[config.mk]
export PLATFORM = sky130hd
export DESIGN_NAME = phs_ram
export DESIGN_NICKNAME = d
export VERILOG_FILES = /design/src/hdl/phs_ram.sv
export SDC_FILE = /design/constraint.sdc
export NUM_CORES = 1
export LEC_CHECK = 0
export ABC_CLOCK_PERIOD_IN_PS = 4340
export BUFFER_PORTS_ARGS = -buffer_cell sky130_fd_sc_hd__buf_4
export CAP_MARGIN = 20
export CORE_UTILIZATION = 55
export DETAILED_ROUTE_END_ITERATION = 8
export GPL_ROUTABILITY_DRIVEN = 1
export PLACE_DENSITY = 0.69
export SLEW_MARGIN = 20
export SYNTH_ARGS = -nofsm -noshare
export SYNTH_HDL_FRONTEND = slang
export SYNTH_SLANG_ARGS = --single-unit
[constraint.sdc]
create_clock -name i_clk -period 4.34 [get_ports i_clk]
set_input_delay 0.868 -clock i_clk [delete_from_list [all_inputs] [get_ports i_clk]]
set_output_delay 0.868 -clock i_clk [all_outputs]
set_load 0.01 [all_outputs]
[src/hdl/phs_ram.sv]
// ---------------------------------------------------------------------------
// phs_ram
// generic simple dual port ram, one write and one registered read
// ---------------------------------------------------------------------------
module phs_ram #(
    parameter int WIDTH = 8,
    parameter int DEPTH = 16
) (
    input  logic                     i_clk,
    input  logic                     i_we,
    input  logic [$clog2(DEPTH)-1:0] i_waddr,
    input  logic [WIDTH-1:0]         i_wdata,
    input  logic [$clog2(DEPTH)-1:0] i_raddr,
    output logic [WIDTH-1:0]         o_rdata
);

    logic [WIDTH-1:0] r_mem [DEPTH];
    logic [WIDTH-1:0] r_rdata;

    always_ff @(posedge i_clk) begin
        if (i_we) begin
            r_mem[i_waddr] <= i_wdata;
        end
        r_rdata <= r_mem[i_raddr];
    end

    assign o_rdata = r_rdata;

endmodule

==> flow_summary.toml <==
[yosys]
synth-seq-cells = 136
avgSynthCellArea_um2 = 22.48
synth_warnings = 0
synthesis.area_um2 = 5147
synth-seq-area-share = 0.7778
synth_fp_nets = 247
synth_cells = 229
synth_cell_types = 19

[cts]
cts_tree = "yes"
clk_pin_slew_ns = 0.06
htree_levels = 4
clk_latency_ns = 0.51
cts_hold_buf = 0
cts_sinks = 136
cts_root_buf = "clkbuf_8"
postCtsSetupBuffers = 0
cts_buffers = 17
post_cts_resized = 0
cts_buffer_depth = 2

[power]
p_leak_uw = 0.001996
pwr_density_cell_nw_per_um2 = 500.2
ir_worst_vdd_mv = 0.4715
power.total_uw = 2992

[critical_path]
r2r_setup_slack_ns = 2.97
rr_endpoint = "o_rdata[1]"
cp_num_cells = 3
r2r-start = "r_mem[1][1]"
required_ns = 4.48
cp_slowest_cell = "nor2_1"
max_stage_delay_ns = 0.61
crit_type = "in2reg"
endpoint_kind = "flip-flop"
cp_cell_sequence = "buf_4, or3b_2, nor2_1"
cp_num_buf_inv = 1
critPathTopFamily = "simple AND/OR/NAND/NOR gates"
critPathArrivalTime_ns = 2.13
worst_setup_path_start_kind = "primary input"
path_max_fanout = 8
reg2reg_depth = 3

[sta]
hold_viol = 0
finalSetupViolCount = 0
clock_skew_ns = 0.005164
max_freq_mhz = 502.8
fin_crit_sh = 0.4582
maxSlewHeadroom = 0.3028
worst_pin_slew_ns = 1.042
post-route-min-period_ns = 1.989
grt_setup_unrepaired = "false"
drv_slew = 0
fin_ws_ns = 2.351
fin_setup_tns_ns = 0

[placement]
hpwlAfterDp_mm = 5.708
gp_congestion = 0.7155
port_buffers = 25
pre_cts_ws_ns = 1.818

[routing]
num_vias = 2376
totalWireLength_mm = 9.596
dr.pass1.iters = 4
vias_per_cell = 6.155
postRouteAntennaNets = 0
drc_errors = 0
drtIter0Drc = 161
wl_per_cell_um = 24.86

[layout]
drive_above_1_share = 0.2662
multiInputGateArea_um2 = 1062
final_util = 0.6728
n_antenna_cell = 0
fin_nets = 284
syn2layout_area_growth_pct = 16.21
regArea_um2 = 4004
fillers = 564

[hold_path]
hold_class = "in2reg"
hold_depth = 1
hp-start = "i_wdata[2]"
min_to = "r_mem[6][2]"

[global_routing]
grt_pass1_wl_mm = 14.48
grt_pass1_vias = 2377
grt.total_usage = 0.2181
grt_max_degree = 33
grt-ovfl-total = 0
grt_antenna_before_repair = 0

[job]
drv_cap = 0

[die]
fp.dieW_um = 98.74
die_h_um = 98.74
die_area_um2 = 9750
io_pins = 26
row_count = 34
core_area_um2 = 8891
initial_utilization = 0.5789

[status]
outcome = "complete, no violations"
worst reg2reg max path: stages (launching register included):
cell,delay (ns)
edfxtp_1,0.37
mux4_1,0.52
a22oi_1,0.27
nand2_1,0.09
Yosys cell counts (all sizes together):
master | number | share of area
or3b | 1 | 0.0017
buf | 7 | 0.011
and2 | 1 | 0.0012
dfxtp | 8 | 0.031
clkdlybuf4s25 | 3 | 0.0058
nor2b | 1 | 0.0012
nor2 | 13 | 0.0095
nor3 | 4 | 0.0039
nand3 | 1 | 0.00097
a22oi | 16 | 0.023
edfxtp | 128 | 0.75
nand2 | 9 | 0.0066
nand3b | 2 | 0.0029
and2b | 1 | 0.0015
nand2b | 2 | 0.0024
mux4 | 32 | 0.15
registers in the layout (all words and copies together) (netlist names):
signal / flops
r_mem: 128
o_rdata: 8
cell usage in the layout, fill, tap and decap left out, drive strengths merged:
| master | instances |
|---|---|
| edfxtp | 128 |
| mux4 | 32 |
| buf | 28 |
| clkbuf | 17 |
| a22oi | 16 |
| nor2 | 13 |
| nand2 | 9 |
| dfxtp | 8 |
| clkinv | 5 |
| clkinvlp | 4 |
| nor3 | 4 |
| bufinv | 3 |
| nand3b | 2 |
| nand2b | 2 |
| inv | 2 |
| nor2b | 1 |
| and2 | 1 |
| and2b | 1 |
| nand3 | 1 |
| or3b | 1 |
cell families (layout without fill, tap and decap cells):
| kind of cell | count (synthesis) | after routing | synth area share |
|---|---|---|---|
| flip-flops | 136 | 136 | 0.7778 |
| AND/OR/NAND/NOR | 35 | 35 | 0.03184 |
| AO/OA/AOI/OAI | 16 | 16 | 0.02334 |
| buffers and inverters | 10 | 59 | 0.01677 |
| multiplexers | 32 | 32 | 0.1502 |
stage by stage:
step                hold slack (ns)  std cells  area (um^2)
detailed placement           0.6593        355         5411
finish                       0.6662        386         5982
floorplan                    0.6293        229         5147
CTS                          0.6526        386         5982
global route                 0.6527        386         5982
global placement             0.6569        355         5406
power breakdown:
group	total, uW	internal, uW	switching, uW	leakage, uW
clock	1380	863	513	0.000264
combinational	139	61.7	77.5	0.000508
sequential	1480	1470	8.41	0.00122
routing by layer:
metal,share of wire,track usage
met1,0.43,0.3001
met2,0.49,0.3335
met3,0.063,0.07660
met4,0.011,0.06774
met5,0,0
cell type report:
| type | count | area share |
|---|---|---|
| sequential | 136 | 0.6693 |
| tap | 108 | 0.02259 |
| clock buffer | 17 | 0.06923 |
| multi-input combinational | 83 | 0.1776 |
| timing repair buffer | 28 | 0.03514 |
| clock inverter | 14 | 0.02615 |
how the worst max path moves through the flow:
stage	from	end	slack, ns
after detailed placement	i_raddr[0]	o_rdata[1]	1.82
final	i_waddr[2]	r_mem[1][4]	2.35
after global routing	i_raddr[0]	o_rdata[5]	2.24
after CTS	i_raddr[0]	o_rdata[5]	2.33
after floorplan	i_waddr[2]	r_mem[0][0]	1.98
after global placement	i_waddr[3]	r_mem[4][1]	1.76
Power figures use the tool's default switching activity.
