`src/hdl/phs_pkg.sv`:
```
// ---------------------------------------------------------------------------
// phs_pkg
// shared constants and types of the point hash set
// ---------------------------------------------------------------------------
package phs_pkg;

    localparam int MAX_BUCKETS_DEF = 1024;
    localparam int WAYS_DEF        = 4;
    localparam int HASH_SHIFT      = 10;
    localparam int CFG_W           = 11;
    localparam int COORD_W         = 32;
    localparam int KEY_W           = 2 * COORD_W;
    localparam int IDX_OUT_W       = 10;
    localparam int TOTAL_W         = 13;

    localparam logic [CFG_W-1:0] BUCKET_COUNT_RESET = 11'd701;

    localparam logic REQ_INSERT = 1'b0;
    localparam logic REQ_LOOKUP = 1'b1;

    // request into the remainder unit
    typedef struct packed {
        logic               start;
        logic [COORD_W-1:0] dividend;
        logic [CFG_W-1:0]   divisor;
    } t_div_req;

    // answer from the remainder unit
    typedef struct packed {
        logic             done;
        logic [CFG_W-1:0] rem;
    } t_div_rsp;

endpackage

```
`src/hdl/phs_div.sv`:
```
// ---------------------------------------------------------------------------
// phs_div
// restoring remainder unit, one dividend bit per cycle
// ---------------------------------------------------------------------------
module phs_div (
    input  logic              i_clk,
    input  logic              i_rst_n,
    input  phs_pkg::t_div_req i_req,
    output phs_pkg::t_div_rsp o_rsp
);

    localparam int CW = $clog2(phs_pkg::COORD_W);

    logic                        r_busy, n_busy;
    logic [CW-1:0]               r_cnt, n_cnt;
    logic [phs_pkg::COORD_W-1:0] r_num, n_num;
    logic [phs_pkg::CFG_W-1:0]   r_den, n_den;
    logic [phs_pkg::CFG_W-1:0]   r_rem, n_rem;
    logic                        r_done, n_done;
    logic [phs_pkg::CFG_W:0]     trial;

    always_comb begin
        n_busy = r_busy;
        n_cnt  = r_cnt;
        n_num  = r_num;
        n_den  = r_den;
        n_rem  = r_rem;
        n_done = 1'b0;
        trial  = {r_rem, r_num[phs_pkg::COORD_W-1]};
        if (i_req.start) begin
            n_busy = 1'b1;
            n_cnt  = '0;
            n_num  = i_req.dividend;
            n_den  = i_req.divisor;
            n_rem  = '0;
        end else if (r_busy) begin
            // remainder stays below the divisor, so it fits back in CFG_W bits
            if (trial >= {1'b0, r_den}) begin
                trial = trial - {1'b0, r_den};
            end
            n_rem = trial[phs_pkg::CFG_W-1:0];
            n_num = {r_num[phs_pkg::COORD_W-2:0], 1'b0};
            n_cnt = r_cnt + 1'b1;
            if (r_cnt == CW'(phs_pkg::COORD_W - 1)) begin
                n_busy = 1'b0;
                n_done = 1'b1;
            end
        end
    end

    always_ff @(posedge i_clk) begin
        if (!i_rst_n) begin
            r_busy <= 1'b0;
            r_done <= 1'b0;
            r_cnt  <= '0;
        end else begin
            r_busy <= n_busy;
            r_done <= n_done;
            r_cnt  <= n_cnt;
        end
        r_num <= n_num;
        r_den <= n_den;
        r_rem <= n_rem;
    end

    assign o_rsp.done = r_done;
    assign o_rsp.rem  = r_rem;

endmodule

```
`config.mk`:
```
export PLATFORM = sky130hd
export DESIGN_NAME = phs_div
export DESIGN_NICKNAME = d
export VERILOG_FILES = /design/src/hdl/phs_pkg.sv /design/src/hdl/phs_div.sv
export SDC_FILE = /design/constraint.sdc
export NUM_CORES = 1
export LEC_CHECK = 0
export BUFFER_PORTS_ARGS = -buffer_cell sky130_fd_sc_hd__buf_2
export CAP_MARGIN = 20
export CORE_ASPECT_RATIO = 0.75
export CORE_UTILIZATION = 58
export DETAILED_ROUTE_END_ITERATION = 12
export HOLD_SLACK_MARGIN = 0.02
export PLACE_DENSITY = 0.83
export SYNTH_ARGS = -nofsm -noshare
export SYNTH_HDL_FRONTEND = slang
export SYNTH_SLANG_ARGS = --single-unit
```
`constraint.sdc`:
```
create_clock -name i_clk -period 7.6 [get_ports i_clk]
set_clock_uncertainty 0.1 [all_clocks]
set_input_delay 1.52 -clock i_clk [delete_from_list [all_inputs] [get_ports i_clk]]
set_output_delay 1.52 -clock i_clk [all_outputs]
set_load 0.02 [all_outputs]
```
==> qor.csv <==
stage;metric;value;unit
outcome;status;completed;
sta;minimum clock period;3180;ps
cts;number of clock sinks;61;
logic_synthesis;Synth Net Count;305;
sta;Max Freq;0.314;GHz
logic_synthesis;Compound-Gate Fraction of Synth Area;11.2;%
critical_path;Crit. path cell count;5;
logic_synthesis;Mapped Cells;245;
global_route;initial antenna violation count;0;
critical_path;reg2reg path depth;9;
critical_path;Startpoint Class;input pin;
sta;Slew Viols, Final;0;
global_route;largest net degree at the start of global routing;51;
logic_synthesis;ys async rst share;0;%
cts;H-Tree Depth;3;
cts;postcts setup bufs;0;
logic_synthesis;post-synthesis mux area share;13.4;%
critical_path;end point of the critical path;r_num[26];
final_layout;Final Non-Filler Cells;373;
sta;final period utilization;41.9;%
critical_path;cell family with most CP delay;buffers and inverters;
final_layout;diodes inserted;0;
pwr;P_int;651;µW
floorplanning;die width;85.1;µm
floorplanning;num ports;58;
pwr;Seq pwr share;47.4;%
cts;# resized after CTS;0;
cts;cts bufs inserted;9;
critical_path;buffer and inverter count on the worst path;4;
route;1st-iter DRT viols;135;
sta;RSZ-0062 raised after global routing;no;
route;mean routed wirelength per cell;15.1;µm
route;vias per inst;5.64;
worst_hold_path;hold crit path type;flip-flop to flip-flop;
critical_path;CP startpoint;i_req[43];
route;vias post-DR;2104;
global_route;GR Overflow Total;0;
logic_synthesis;distinct cell type count after synthesis;44;
logic_synthesis;#FFs+latches synth;61;
logic_synthesis;synth warn;0;
global_route;Tot GR Track Use;22.8;%
logic_synthesis;number of synthesized flops with an enable pin;43;
sta;Slew headroom;55.7;%
placement;DP HPWL;3.93;mm
floorplanning;row count;22;
critical_path;Critical R2R Capture;r_rem[4];
sta;worst slew pin tran;662;ps
logic_synthesis;mapped cell area;0.00300;mm²
logic_synthesis;Seq/Total Area, Yosys;55.0;%
critical_path;FF-to-FF Start;r_num[31];
placement;placed cell count;357;
cts;CTS max path bufs;2;
cts;Skew-Pair Late Insertion Delay;330;ps
placement;# port buffers;57;
logic_synthesis;main flop type after synthesis;edfxtp_1;
pwr;VDD IR max;163;µV
route;drt total wl;5.64;mm
logic_synthesis;combinational family with the most area after synthesis;multiplexers;
final_layout;Area Growth Syn to Fin;19.8;%
sta;Fin. Hold Viols;0;
floorplanning;Initial Util;60.9;%
critical_path;Data required, critical path;7580;ps
pwr;sw frac;22.3;%
pwr;Leakage;1.54;nW
sta;TNS Setup;0;ps
critical_path;critical path peak fanout;50;
route;drt first pass iters;4;
floorplanning;Core Region;0.00493;mm²
logic_synthesis;Mean Syn Cell Area;12.2;µm²
floorplanning;die height;64.3;µm
pwr;P_sw;187;µW
critical_path;slowest CP cell;nor2_1;
placement;GPL Wtd Cong;0.828;
critical_path;CP max stage delay;590;ps
logic_synthesis;Simple-Gate Fraction of Synth Area;8.97;%
cts;CTS tree;yes;
critical_path;CP Cell Sequence;buf_2 > buf_4 > nor2_1 > inv_1 > buf_16;
critical_path;CP arrival;3160;ps
final_layout;share of layout cells above drive strength 1;35.8;%
final_layout;Post-layout nets;368;
critical_path;Crit Path Class;input pin to flip-flop;
global_route;vias in the first global route;1960;
cts;clock root buffer;clkbuf_8;
pwr;combinational share of power;12.0;%
global_route;first-pass GRT wire length;9.20;mm
route;drc violations;0;
cts;Reg clk slew, reported paths;60;ps
sta;Finish-stage setup viols;0;
floorplanning;Die ar.;0.00547;mm²
critical_path;worst reg-to-reg setup slack;4750;ps
final_layout;most frequent cells in the layout;57 x buf_2, 43 x edfxtp_1, 33 x mux2_2;
final_layout;commonest non-fill, non-tap cell in the layout;buf_2;
logic_synthesis;xor and xnor area share after synthesis;2.04;%
pwr;Clk pwr share;40.6;%
job;Max-cap violations;0;
cts;cts hold-fix bufs;0;
route;Final ANT Viol Nets;0;
critical_path;Critical Path Sink Type;flip-flop;
logic_synthesis;Post-Synth Adder-Cell Area;6.09;%
pwr;P per Cell Area;233;mW/mm²
[tightest hold or removal path: stages (launching register included)]
cell and delay [ps]:
dfxtp_1 340, xor2_1 70, nor2_1 70
[metal layers]
layer  vias to the layer above  part of all wire [%]  track usage (%)
met3                        10                   6.4             7.88
met4                         0                   1.4             10.2
met2                        85                    46             33.9
met1                       977                    46             30.4
li1                       1032                     -                -
met5                         -                     0                0
[synth_stat cells, types with 2 or more instances]
library cell   n  area, µm²
edfxtp_1      43       1290
mux2_2        33        372
nor2_1        19       71.3
dfxtp_1       18        360
inv_1         16       60.1
o21ai_0       14       70.1
a21oi_1       13       65.1
ha_1          13        163
nand2_1       12       45.0
clkbuf_1       5       18.8
o21a_1         5       37.5
xnor2_1        4       35.0
a22o_1         3       26.3
and3_1         3       18.8
mux2i_1        3       30.0
nand2b_1       3       18.8
nand4_1        3       18.8
nor3_1         3       15.0
xor2_1         3       26.3
a211oi_1       2       15.0
a21o_1         2       15.0
nor2b_1        2       12.5
or3_1          2       12.5
[cells by family (layout without fill, tap and decap cells)]
logic type	after synthesis	in the layout
buf+inv	23	91
mux	36	36
xor+xnor	7	7
compound gates	50	50
simple gates	54	54
fa+ha+maj	14	14
flops	61	61
[sequential cells by signal (all words and copies together), names as in the netlist]
name and flops:
r_rem 11, r_den 11, r_done 1, r_num 32, r_cnt 5, r_busy 1
[how the worst min path moves through the flow]
stage                        start       end  slack [ps]  cells past startpoint
after global placement    r_cnt[4]  r_cnt[4]         380                      2
after detailed placement  r_rem[9]  r_rem[9]         400                      2
final                     r_cnt[3]  r_cnt[3]         420                      2
after CTS                 r_rem[9]  r_rem[9]         410                      2
after floorplan           r_cnt[4]  r_cnt[4]         370                      2
after global routing      r_cnt[3]  r_cnt[3]         450                      2
[power by group through the flow]
stage	registers, mW	clock network, mW	logic [mW]
detailed placement	0.404	0	0.0996
global route	0.400	0.362	0.110
CTS	0.397	0.347	0.101
floorplan	0.403	0	0.0676
finish	0.397	0.341	0.100
global placement	0.404	0	0.0940
[final cells by class]
| type | count | area, µm² |
|---|---|---|
| clock buffer | 9 | 124 |
| clock inverter | 7 | 114 |
| fill | 363 | 1330 |
| inverter | 16 | 60.1 |
| multi-input combinational | 161 | 1250 |
| sequential | 61 | 1650 |
| tap | 60 | 75.1 |
| timing repair buffer | 59 | 320 |
[per-stage QoR]
step,util [%],setup WS (ps),cell area [µm²],hold WS (ps),power [mW]
finish,73.0,4420,3600,418,0.838
global route,73.0,4310,3600,454,0.872
CTS,73.0,4480,3600,411,0.845
detailed placement,68.2,4070,3360,400,0.504
global placement,67.6,3750,3330,382,0.498
floorplan,-,4450,3000,367,0.470
No activity file was read; power rests on OpenSTA's default activity.
